## src/design/crtess_pkg.sv

```systemverilog
// ============================================================================
// crtess_pkg
// Shared types, widths and constants of the Catmull-Rom curve tessellator.
// ============================================================================
package crtess_pkg;

    localparam int COORD_W    = 16;
    localparam int T_W        = 16;
    localparam int W_W        = 20;
    localparam int MA_W       = W_W;
    localparam int MB_W       = ((COORD_W > T_W) ? COORD_W : T_W) + 1;
    localparam int PROD_W     = MA_W + MB_W;
    localparam int ACC_W      = PROD_W + 2;
    localparam int FRAC_SHIFT = 17;
    localparam int SHR_W      = ACC_W - FRAC_SHIFT;
    localparam int SUM_W      = SHR_W + 1;
    localparam int CFG_IDX_W  = 8;
    localparam int CFG_W      = (COORD_W > T_W) ? COORD_W : T_W;
    localparam int K_W        = 4;

    localparam logic [K_W-1:0] K_X_FIRST = K_W'(1);
    localparam logic [K_W-1:0] K_Y_FIRST = K_W'(5);
    localparam logic [K_W-1:0] K_LAST    = K_W'(8);

    localparam logic [T_W-1:0] MIN_STEP   = T_W'(2048);
    localparam logic [T_W-1:0] T_STEP_RST = T_W'(2621);

    localparam logic signed [W_W-1:0] W_TWO = W_W'(131072);

    localparam logic [1:0] SEEN_NONE = 2'd0;
    localparam logic [1:0] SEEN_ONE  = 2'd1;
    localparam logic [1:0] SEEN_MAX  = 2'd3;

    localparam logic OPC_POINT = 1'b0;
    localparam logic OPC_END   = 1'b1;

    localparam logic [CFG_IDX_W-1:0] REG_LOOP_MODE = CFG_IDX_W'(0);
    localparam logic [CFG_IDX_W-1:0] REG_T_STEP    = CFG_IDX_W'(1);
    localparam logic [CFG_IDX_W-1:0] REG_OFFSET_X  = CFG_IDX_W'(2);
    localparam logic [CFG_IDX_W-1:0] REG_OFFSET_Y  = CFG_IDX_W'(3);

    typedef logic signed [COORD_W-1:0] t_coord;

    typedef struct packed {
        t_coord x;
        t_coord y;
    } t_point;

    typedef struct packed {
        logic   opcode;
        t_coord point_x;
        t_coord point_y;
    } t_in_item;

    typedef struct packed {
        t_coord curve_x;
        t_coord curve_y;
        logic   run_last;
    } t_out_item;

    typedef struct packed {
        logic           loop_mode;
        logic [T_W-1:0] t_step;
        t_coord         offset_x;
        t_coord         offset_y;
    } t_cfg;

    typedef struct packed {
        logic signed [MA_W-1:0] op_a;
        logic signed [MB_W-1:0] op_b;
        logic                   acc_en;
        logic                   acc_load;
    } t_mac_ctl;

    typedef enum logic [2:0] {
        ST_IDLE,
        ST_SQ,
        ST_CUBE,
        ST_WGT,
        ST_MAC,
        ST_OUT
    } t_state;

    function automatic t_coord sat_coord(input logic signed [SUM_W-1:0] v);
        logic signed [SUM_W-1:0] hi;
        logic signed [SUM_W-1:0] lo;
        hi = {{(SUM_W-COORD_W+1){1'b0}}, {(COORD_W-1){1'b1}}};
        lo = ~hi;
        if (v > hi) begin
            sat_coord = hi[COORD_W-1:0];
        end else if (v < lo) begin
            sat_coord = lo[COORD_W-1:0];
        end else begin
            sat_coord = v[COORD_W-1:0];
        end
    endfunction

endpackage

```

## src/design/crtess_mac.sv

```systemverilog
// ============================================================================
// crtess_mac
// Shared signed multiplier with registered product and accumulator.
// ============================================================================
module crtess_mac (
    input  logic                                      i_clk,
    input  crtess_pkg::t_mac_ctl                      i_ctl,
    output logic signed [crtess_pkg::PROD_W-1:0]      o_prod,
    output logic signed [crtess_pkg::ACC_W-1:0]       o_acc
);

    logic signed [crtess_pkg::PROD_W-1:0] r_prod;
    logic signed [crtess_pkg::ACC_W-1:0]  r_acc;
    logic signed [crtess_pkg::MA_W-1:0]   w_a;
    logic signed [crtess_pkg::MB_W-1:0]   w_b;
    logic signed [crtess_pkg::ACC_W-1:0]  w_prod_ext;

    assign w_a        = i_ctl.op_a;
    assign w_b        = i_ctl.op_b;
    assign w_prod_ext = crtess_pkg::ACC_W'(r_prod);

    always_ff @(posedge i_clk) begin
        r_prod <= w_a * w_b;
        if (i_ctl.acc_en) begin
            r_acc <= i_ctl.acc_load ? w_prod_ext : (r_acc + w_prod_ext);
        end
    end

    assign o_prod = r_prod;
    assign o_acc  = r_acc;

endmodule

```

## src/design/crtess_ctrl.sv

```systemverilog
// ============================================================================
// crtess_ctrl
// Sequencer, curve state, weight build and result formatting.
// ============================================================================
module crtess_ctrl (
    input  logic                                  i_clk,
    input  logic                                  i_rst_n,
    input  crtess_pkg::t_cfg                      i_cfg,
    input  logic                                  i_in_valid,
    output logic                                  o_in_stall,
    input  crtess_pkg::t_in_item                  i_in_item,
    input  logic                                  i_out_free,
    output logic                                  o_emit,
    output crtess_pkg::t_out_item                 o_emit_item,
    output crtess_pkg::t_mac_ctl                  o_mac_ctl,
    input  logic signed [crtess_pkg::PROD_W-1:0]  i_prod,
    input  logic signed [crtess_pkg::ACC_W-1:0]   i_acc
);

    crtess_pkg::t_state r_state, n_state;
    crtess_pkg::t_point r_rec [3];
    crtess_pkg::t_point n_rec [3];
    crtess_pkg::t_point r_first, n_first;
    crtess_pkg::t_point r_p4, n_p4;
    logic [1:0]         r_seen, n_seen;
    logic               r_two, n_two;
    logic               r_shift, n_shift;
    logic               r_clear, n_clear;

    logic [crtess_pkg::T_W-1:0]           r_t, n_t;
    logic [crtess_pkg::T_W-1:0]           r_t2, n_t2;
    logic signed [crtess_pkg::W_W-1:0]    r_w [4];
    logic signed [crtess_pkg::W_W-1:0]    n_w [4];
    logic [crtess_pkg::K_W-1:0]           r_k, n_k;
    logic signed [crtess_pkg::ACC_W-1:0]  r_sumx, n_sumx;

    logic [crtess_pkg::T_W-1:0]           w_step;
    logic [crtess_pkg::T_W:0]             w_t_next;
    logic                                 w_done;
    logic [crtess_pkg::T_W-1:0]           w_t3;
    logic signed [crtess_pkg::W_W-1:0]    w_et, w_e2, w_e3;
    crtess_pkg::t_point                   w_win [4];
    crtess_pkg::t_point                   w_sel;
    crtess_pkg::t_point                   w_in_pt;
    crtess_pkg::t_coord                   w_coord;
    crtess_pkg::t_coord                   w_off_x, w_off_y;
    logic signed [crtess_pkg::SHR_W-1:0]  w_shr_x, w_shr_y;
    logic signed [crtess_pkg::SUM_W-1:0]  w_sum_x, w_sum_y;

    assign w_step   = (i_cfg.t_step < crtess_pkg::MIN_STEP) ? crtess_pkg::MIN_STEP
                                                             : i_cfg.t_step;
    assign w_t_next = {1'b0, r_t} + {1'b0, w_step};
    assign w_done   = w_t_next[crtess_pkg::T_W];
    assign w_t3     = i_prod[2*crtess_pkg::T_W-1:crtess_pkg::T_W];

    assign w_et = crtess_pkg::W_W'(r_t);
    assign w_e2 = crtess_pkg::W_W'(r_t2);
    assign w_e3 = crtess_pkg::W_W'(w_t3);

    assign w_win[0] = r_rec[0];
    assign w_win[1] = r_rec[1];
    assign w_win[2] = r_rec[2];
    assign w_win[3] = r_p4;
    assign w_sel    = w_win[r_k[1:0]];
    assign w_coord  = r_k[2] ? w_sel.y : w_sel.x;

    assign w_in_pt.x = i_in_item.point_x;
    assign w_in_pt.y = i_in_item.point_y;

    // floor of the weighted sum over 2^17, then offset and saturate
    assign w_off_x = i_cfg.offset_x;
    assign w_off_y = i_cfg.offset_y;
    assign w_shr_x = r_sumx[crtess_pkg::ACC_W-1:crtess_pkg::FRAC_SHIFT];
    assign w_shr_y = i_acc[crtess_pkg::ACC_W-1:crtess_pkg::FRAC_SHIFT];
    assign w_sum_x = crtess_pkg::SUM_W'(w_shr_x) + crtess_pkg::SUM_W'(w_off_x);
    assign w_sum_y = crtess_pkg::SUM_W'(w_shr_y) + crtess_pkg::SUM_W'(w_off_y);

    assign o_emit_item.curve_x  = crtess_pkg::sat_coord(w_sum_x);
    assign o_emit_item.curve_y  = crtess_pkg::sat_coord(w_sum_y);
    assign o_emit_item.run_last = w_done && !r_two;

    assign o_in_stall = (r_state != crtess_pkg::ST_IDLE);

    always_comb begin
        n_state  = r_state;
        n_rec    = r_rec;
        n_first  = r_first;
        n_p4     = r_p4;
        n_seen   = r_seen;
        n_two    = r_two;
        n_shift  = r_shift;
        n_clear  = r_clear;
        n_t      = r_t;
        n_t2     = r_t2;
        n_w      = r_w;
        n_k      = r_k;
        n_sumx   = r_sumx;
        o_emit   = 1'b0;
        o_mac_ctl.op_a     = '0;
        o_mac_ctl.op_b     = '0;
        o_mac_ctl.acc_en   = 1'b0;
        o_mac_ctl.acc_load = 1'b0;

        unique case (r_state)
            crtess_pkg::ST_IDLE: begin
                if (i_in_valid) begin
                    n_t = '0;
                    if (i_in_item.opcode == crtess_pkg::OPC_POINT) begin
                        if (r_seen != crtess_pkg::SEEN_MAX) begin
                            n_seen = r_seen + 2'd1;
                        end
                        if (r_seen == crtess_pkg::SEEN_NONE) begin
                            n_first  = w_in_pt;
                            n_rec[0] = r_rec[2];
                            n_rec[1] = w_in_pt;
                            n_rec[2] = w_in_pt;
                        end else if (r_seen == crtess_pkg::SEEN_ONE) begin
                            n_rec[0] = r_rec[1];
                            n_rec[1] = r_rec[2];
                            n_rec[2] = w_in_pt;
                        end else begin
                            n_p4    = w_in_pt;
                            n_two   = 1'b0;
                            n_shift = 1'b1;
                            n_clear = 1'b0;
                            n_state = crtess_pkg::ST_SQ;
                        end
                    end else begin
                        n_two   = 1'b0;
                        n_shift = 1'b0;
                        n_clear = 1'b1;
                        if (i_cfg.loop_mode && r_seen != crtess_pkg::SEEN_NONE) begin
                            n_p4    = r_first;
                            n_state = crtess_pkg::ST_SQ;
                            if (r_seen == crtess_pkg::SEEN_ONE) begin
                                n_rec[0] = r_rec[1];
                                n_rec[1] = r_rec[2];
                                n_rec[2] = r_first;
                            end else begin
                                n_two = 1'b1;
                            end
                        end else if (!i_cfg.loop_mode && r_seen != crtess_pkg::SEEN_NONE
                                     && r_seen != crtess_pkg::SEEN_ONE) begin
                            n_p4    = r_rec[2];
                            n_state = crtess_pkg::ST_SQ;
                        end else begin
                            n_rec[0] = '0;
                            n_rec[1] = '0;
                            n_rec[2] = '0;
                            n_first  = '0;
                            n_seen   = crtess_pkg::SEEN_NONE;
                        end
                    end
                end
            end
            crtess_pkg::ST_SQ: begin
                o_mac_ctl.op_a = crtess_pkg::MA_W'(r_t);
                o_mac_ctl.op_b = crtess_pkg::MB_W'(r_t);
                n_state = crtess_pkg::ST_CUBE;
            end
            crtess_pkg::ST_CUBE: begin
                n_t2 = i_prod[2*crtess_pkg::T_W-1:crtess_pkg::T_W];
                o_mac_ctl.op_a = crtess_pkg::MA_W'(n_t2);
                o_mac_ctl.op_b = crtess_pkg::MB_W'(r_t);
                n_state = crtess_pkg::ST_WGT;
            end
            crtess_pkg::ST_WGT: begin
                n_w[0] = -w_e3 + (w_e2 <<< 1) - w_et;
                n_w[1] = (w_e3 <<< 1) + w_e3 - (w_e2 <<< 2) - w_e2 + crtess_pkg::W_TWO;
                n_w[2] = -((w_e3 <<< 1) + w_e3) + (w_e2 <<< 2) + w_et;
                n_w[3] = w_e3 - w_e2;
                n_k     = '0;
                n_state = crtess_pkg::ST_MAC;
            end
            crtess_pkg::ST_MAC: begin
                // x products on steps 0..3, y on 4..7, each accumulated on the next step
                if (r_k != crtess_pkg::K_LAST) begin
                    o_mac_ctl.op_a = r_w[r_k[1:0]];
                    o_mac_ctl.op_b = crtess_pkg::MB_W'(w_coord);
                end
                o_mac_ctl.acc_en   = (r_k != '0);
                o_mac_ctl.acc_load = (r_k == crtess_pkg::K_X_FIRST) ||
                                     (r_k == crtess_pkg::K_Y_FIRST);
                if (r_k == crtess_pkg::K_Y_FIRST) begin
                    n_sumx = i_acc;
                end
                if (r_k == crtess_pkg::K_LAST) begin
                    n_state = crtess_pkg::ST_OUT;
                end else begin
                    n_k = r_k + crtess_pkg::K_W'(1);
                end
            end
            crtess_pkg::ST_OUT: begin
                if (i_out_free) begin
                    o_emit = 1'b1;
                    if (!w_done) begin
                        n_t     = w_t_next[crtess_pkg::T_W-1:0];
                        n_state = crtess_pkg::ST_SQ;
                    end else if (r_two) begin
                        n_rec[0] = r_rec[1];
                        n_rec[1] = r_rec[2];
                        n_rec[2] = r_p4;
                        n_two    = 1'b0;
                        n_t      = '0;
                        n_state  = crtess_pkg::ST_SQ;
                    end else begin
                        if (r_shift) begin
                            n_rec[0] = r_rec[1];
                            n_rec[1] = r_rec[2];
                            n_rec[2] = r_p4;
                        end
                        if (r_clear) begin
                            n_rec[0] = '0;
                            n_rec[1] = '0;
                            n_rec[2] = '0;
                            n_first  = '0;
                            n_seen   = crtess_pkg::SEEN_NONE;
                        end
                        n_state = crtess_pkg::ST_IDLE;
                    end
                end
            end
            default: begin
                n_state = crtess_pkg::ST_IDLE;
            end
        endcase
    end

    always_ff @(posedge i_clk) begin
        if (!i_rst_n) begin
            r_state <= crtess_pkg::ST_IDLE;
            r_rec[0] <= '0;
            r_rec[1] <= '0;
            r_rec[2] <= '0;
            r_first <= '0;
            r_seen  <= crtess_pkg::SEEN_NONE;
            r_two   <= 1'b0;
            r_shift <= 1'b0;
            r_clear <= 1'b0;
        end else begin
            r_state <= n_state;
            r_rec   <= n_rec;
            r_first <= n_first;
            r_seen  <= n_seen;
            r_two   <= n_two;
            r_shift <= n_shift;
            r_clear <= n_clear;
        end
    end

    always_ff @(posedge i_clk) begin
        r_p4   <= n_p4;
        r_t    <= n_t;
        r_t2   <= n_t2;
        r_w    <= n_w;
        r_k    <= n_k;
        r_sumx <= n_sumx;
    end

endmodule

```

## src/design/catmull_rom_curve_tessellator_top.sv

```systemverilog
// ============================================================================
// catmull_rom_curve_tessellator_top
// Uniform Catmull-Rom tessellator: control points in, curve points out.
// ============================================================================
//  channel | direction | handshake           | payload
//  in      | input     | i_in_valid/o_in_stall | t_in_item (opcode, point)
//  out     | output    | o_out_valid/i_out_stall | t_out_item (curve point)
//  cfg     | input     | i_cfg_valid/o_cfg_ready | i_cfg_index, i_cfg_data
//
//  Each curve point is computed on the single shared multiplier in these steps:
//  t^2, t^3, weights, eight products, format. A window gives ceil(65536/step)
//  points, an item zero to two windows (26 points per window at reset step).
//  The input is stalled from acceptance until the last point is registered.
//  A stalled output holds the sequencer in its format step.
//  Reset is synchronous, active low; no clearing pass.
// ============================================================================
module catmull_rom_curve_tessellator_top (
    input  logic                                  i_clk,
    input  logic                                  i_rst_n,
    input  logic                                  i_in_valid,
    output logic                                  o_in_stall,
    input  crtess_pkg::t_in_item                  i_in_item,
    output logic                                  o_out_valid,
    input  logic                                  i_out_stall,
    output crtess_pkg::t_out_item                 o_out_item,
    input  logic                                  i_cfg_valid,
    output logic                                  o_cfg_ready,
    input  logic [crtess_pkg::CFG_IDX_W-1:0]      i_cfg_index,
    input  logic [crtess_pkg::CFG_W-1:0]          i_cfg_data
);

    crtess_pkg::t_cfg                     r_cfg;
    logic                                 r_out_valid;
    crtess_pkg::t_out_item                r_out_item;
    logic                                 w_out_free;
    logic                                 w_emit;
    crtess_pkg::t_out_item                w_emit_item;
    crtess_pkg::t_mac_ctl                 w_mac_ctl;
    logic signed [crtess_pkg::PROD_W-1:0] w_prod;
    logic signed [crtess_pkg::ACC_W-1:0]  w_acc;

    assign o_cfg_ready = 1'b1;

    always_ff @(posedge i_clk) begin
        if (!i_rst_n) begin
            r_cfg.loop_mode <= 1'b0;
            r_cfg.t_step    <= crtess_pkg::T_STEP_RST;
            r_cfg.offset_x  <= '0;
            r_cfg.offset_y  <= '0;
        end else if (i_cfg_valid && o_cfg_ready) begin
            unique case (i_cfg_index)
                crtess_pkg::REG_LOOP_MODE: r_cfg.loop_mode <= i_cfg_data[0];
                crtess_pkg::REG_T_STEP:    r_cfg.t_step <= i_cfg_data[crtess_pkg::T_W-1:0];
                crtess_pkg::REG_OFFSET_X:  r_cfg.offset_x <= i_cfg_data[crtess_pkg::COORD_W-1:0];
                crtess_pkg::REG_OFFSET_Y:  r_cfg.offset_y <= i_cfg_data[crtess_pkg::COORD_W-1:0];
                default: begin
                end
            endcase
        end
    end

    // output item register
    assign w_out_free = !r_out_valid || !i_out_stall;

    always_ff @(posedge i_clk) begin
        if (!i_rst_n) begin
            r_out_valid <= 1'b0;
        end else if (w_emit) begin
            r_out_valid <= 1'b1;
        end else if (!i_out_stall) begin
            r_out_valid <= 1'b0;
        end
    end

    always_ff @(posedge i_clk) begin
        if (w_emit) begin
            r_out_item <= w_emit_item;
        end
    end

    assign o_out_valid = r_out_valid;
    assign o_out_item  = r_out_item;

    crtess_ctrl u_ctrl (
        .i_clk       (i_clk),
        .i_rst_n     (i_rst_n),
        .i_cfg       (r_cfg),
        .i_in_valid  (i_in_valid),
        .o_in_stall  (o_in_stall),
        .i_in_item   (i_in_item),
        .i_out_free  (w_out_free),
        .o_emit      (w_emit),
        .o_emit_item (w_emit_item),
        .o_mac_ctl   (w_mac_ctl),
        .i_prod      (w_prod),
        .i_acc       (w_acc)
    );

    crtess_mac u_mac (
        .i_clk  (i_clk),
        .i_ctl  (w_mac_ctl),
        .o_prod (w_prod),
        .o_acc  (w_acc)
    );

endmodule

```

## config.mk

```make
export PLATFORM = sky130hd
export DESIGN_NAME = catmull_rom_curve_tessellator_top
export DESIGN_NICKNAME = d
export VERILOG_FILES = /design/src/design/crtess_pkg.sv /design/src/design/crtess_mac.sv /design/src/design/crtess_ctrl.sv /design/src/design/catmull_rom_curve_tessellator_top.sv
export SDC_FILE = /design/constraint.sdc
export NUM_CORES = 2
export LEC_CHECK = 0
export ABC_AREA = 1
export BUFFER_PORTS_ARGS = -buffer_cell sky130_fd_sc_hd__buf_2
export CAP_MARGIN = 30
export CORE_MARGIN = 4
export CORE_UTILIZATION = 45
export DETAILED_ROUTE_END_ITERATION = 10
export PLACE_DENSITY_LB_ADDON = 0.2
export SLEW_MARGIN = 20
export SYNTH_ARGS = -nofsm -noshare
export SYNTH_HDL_FRONTEND = slang
export SYNTH_SLANG_ARGS = --single-unit
```

## constraint.sdc

```tcl
create_clock -name i_clk -period 8.31 [get_ports i_clk]
set_input_delay 1.662 -clock i_clk [delete_from_list [all_inputs] [get_ports i_clk]]
set_output_delay 1.662 -clock i_clk [all_outputs]
set_load 0.01 [all_outputs]
```

==> out/qor.yml <==
global_routing:
  grt_pass1_vias: 37150
  grtUsageMet2_pct: 43.65
  grt_pass1_wl_um: 213500
  grt_max_degree: 104
  top_usage_layer: "met2"
  grtUsageMet3_pct: 3.438
  antenna_found_initial: 0
  overflow: 0
  use_met1_pct: 36.02
  track_usage_pct: 26.54
logic_synthesis:
  synth-compound-area-share_pct: 15.49
  syn_inst: 5612
  seq_area_frac_synth_pct: 26.68
  synthMuxAreaShare_pct: 0
  synth_xor_area_share_pct: 3.269
  async_flop_share_pct: 0
  synth_top_family_by_area: "adder cells"
  ys.warnings.count: 0
  synth_top_area_share_pct: 18.17
  synth_fp_nets: 6366
  synthDistinctLibCells: 53
  synth_edf_count: 237
  synth_top_cell_by_area: "fa_1"
  synth_adder_area_share_pct: 26.76
  synth_area_sq_um: 43410
  synth_area_leaders: "fa_1 18%, edfxtp_1 16%, dfxtp_1 10%"
  synth.avg_cell_area_sq_um: 7.734
  synth_flop_cell: "edfxtp_1"
  synth-seq-cells: 460
  synth-simple-area-share_pct: 17.43
clock_network:
  cts_setup_buffers: 0
  numCtsBuffers: 56
  cts_buffer_depth: 3
  clk_pin_slew_ps: 60
  cts_hold_buf: 0
  cts_resized: 0
  clock-sinks: 460
  htree_num_levels: 2
  cts_tree: "built"
  cts-root-buf: "clkbuf_16"
  clk_latency_ps: 670
final_layout:
  fillers: 9420
  finalNetCount: 6386
  final_area_sq_um: 47210
  num_antenna_cells: 0
  finish.utilization_pct: 49.54
  final-seq-area_sq_um: 11580
  area_growth_pct: 8.757
  drive_above_1_share_pct: 5.634
  multi_input_area_sq_um: 27420
placed_design:
  routabilityCongestion: 0.9542
  dp_hpwl_um: 104200
  dpl_worst_slack_ps: 619.8
  portBuffers: 96
  placedInstanceArea_sq_um: 45230
setup_path:
  crit_fanout: 48
  cpLargestDelayFamily: "adder cells"
  cp.depth: 27
  critPathCaptureType: "flop"
  worstPathRequired_ps: 8850
  critical_path_buf_inv_count: 8
  cpPeakStageDelay_ps: 550
  crit_path_start_kind: "flop"
  crit_slowest_cell: "buf_4"
  arrival_ps: 8360
  crit_type: "reg2reg"
  reg2regPathDepth: 27
worst_hold_path:
  min_path_cells: 2
  hp-class: "reg2reg"
pwr:
  power.total_w: 0.01628
  p_leak_nw: 22.05
  p_per_area_nw_per_um2: 344.9
  peakVddDrop_uv: 239.5
timing:
  finalCriticalPeriod_ps: 7817
  slew_headroom_pct: 32.53
  rsz0062_at_grt: "false"
  final.setup.tns_ps: 0
  tightest_slew_ps: 1002
  maxSlewViolCount: 0
  fmax_mhz: 127.9
  fin_ws_ps: 493.2
  final-hold-violation-count: 0
  setup_viol: 0
  clock_skew_ps: 38.81
  fin_crit_sh_pct: 94.07
detailed_routing:
  vias: 37670
  dr.pass1.iters: 6
  drcViolationCount: 0
  routed_via_density: 5.424
  antenna_left: 0
  detail_route.iter0.violations: 3260
  routed_wl_um: 135500
  wire_per_inst_um: 19.51
die:
  fp.coreArea_sq_um: 95290
  num_rows: 113
  io_pins: 98
  die_area_sq_um: 101500
  die_w_um: 318.6
  start_util_pct: 45.55
  die_y_um: 318.6
outcome:
  status: "finished, final reports clean"
flow_run:
  cap_violations: 0
routing by layer:
| metal | routed length (um) | up-vias |
|---|---|---|
| met3 | 8894 | 267 |
| met1 | 58570 | 18000 |
| met4 | 5409 | 0 |
| li1 | - | 18150 |
| met2 | 62650 | 1254 |
| met5 | 0 | - |
worst min-delay path: cells and delay by family, from the launching register on:
kind / cells / cell delay [ps]
AOI/OAI and AO/OA: 1 / 50
buffers and inverters: 1 / 40
DFF: 1 / 300
final timing paths:
path | startpoint | endpoint | slack (ps)
hold / removal | u_ctrl.r_rec[66]$_SDFFE_PN0P_ | u_ctrl.r_rec[66]$_SDFFE_PN0P_ | 440
hold reg to reg | u_ctrl.r_rec[66]$_SDFFE_PN0P_ | u_ctrl.r_rec[66]$_SDFFE_PN0P_ | 440
setup / recovery | u_ctrl.r_k[1]$_SDFFCE_PP0P_ | u_mac.o_prod[29]$_DFF_P_ | 490
setup reg to reg | u_ctrl.r_k[1]$_SDFFCE_PP0P_ | u_mac.o_prod[29]$_DFF_P_ | 490
synthesized netlist by cell type, drive strengths merged, types with 81 or more instances:
library cell	count
buf	81
inv	950
o21ai	604
nand3	223
ha	298
clkbuf	121
nand2	1058
dfxtp	223
nor2	472
a21oi	508
edfxtp	237
xor2	108
fa	394
cells in the final DEF (no fill, tap or decap), types with 6 or more instances in the layout:
cell and instances:
a21boi_0 11, a21o_1 17, a21oi_1 504, a31oi_1 27
buf_2 95, buf_4 60, clkbuf_16 57, clkinv_1 21
clkinv_2 12, dfxtp_1 223, edfxtp_1 237, fa_1 394
ha_1 297, inv_1 936, inv_2 14, inv_6 6
nand2_1 1055, nand3_1 213, nand3_2 9, nand4_1 34
nor2_1 468, nor3_1 39, nor3_2 6, nor4_1 9
o211ai_1 10, o21a_1 6, o21ai_0 584, o21ai_1 14
o21bai_1 28, o22ai_1 40, or2_2 8, xnor2_1 54
xor2_1 108
report_power, final:
part / leakage [nW] / internal [W] / switching [W] / total, W
combinational: 17.1 / 0.00333 / 0.00666 / 0.00999
clock: 0.925 / 0.00143 / 0.00111 / 0.00255
sequential: 4.00 / 0.00327 / 0.000468 / 0.00374
area by class of cell:
type                            count  share of cell area, %
Clock buffer                       65                  3.170
Clock inverter                     41                 0.8535
Inverter                          965                  7.673
Multi-Input combinational cell   3985                  58.09
Sequential cell                   460                  24.53
Tap cell                         1265                  3.353
Timing Repair Buffer              164                  2.324
flip-flops by register name, indices dropped and copies added, names as in the netlist:
| register | flops |
|---|---|
| u_ctrl.r_t2 | 16 |
| u_ctrl.r_rec | 96 |
| u_ctrl.r_first | 32 |
| o_out_valid | 1 |
| u_ctrl.r_two | 1 |
| u_mac.o_acc | 39 |
| u_ctrl.r_p4 | 32 |
| u_mac.o_prod | 37 |
| r_cfg | 49 |
| o_out_item | 33 |
| u_ctrl.r_seen | 2 |
| u_ctrl.r_w | 75 |
| u_ctrl.r_t | 16 |
| u_ctrl.r_shift | 1 |
| u_ctrl.r_clear | 1 |
| u_ctrl.r_sumx | 22 |
| u_ctrl.r_state | 3 |
| u_ctrl.r_k | 4 |
through the flow:
stage,instances,hold WS [ps]
5_1_grt,6945,455.6
4_1_cts,6941,443.1
3_5_place_dp,6835,435.2
3_3_place_gp,6832,429.3
2_1_floorplan,5612,420.5
6_report,6945,441.9
cell families (layout without fill, tap and decap cells):
logic type,after synthesis,count (layout)
compound gates,1269,1269
xor+xnor,162,162
fa+ha+maj,692,692
buf+inv,1167,1235
flops,460,460
other cells,1,1
simple gates,1861,1861
(Power assumes the default switching activity.)
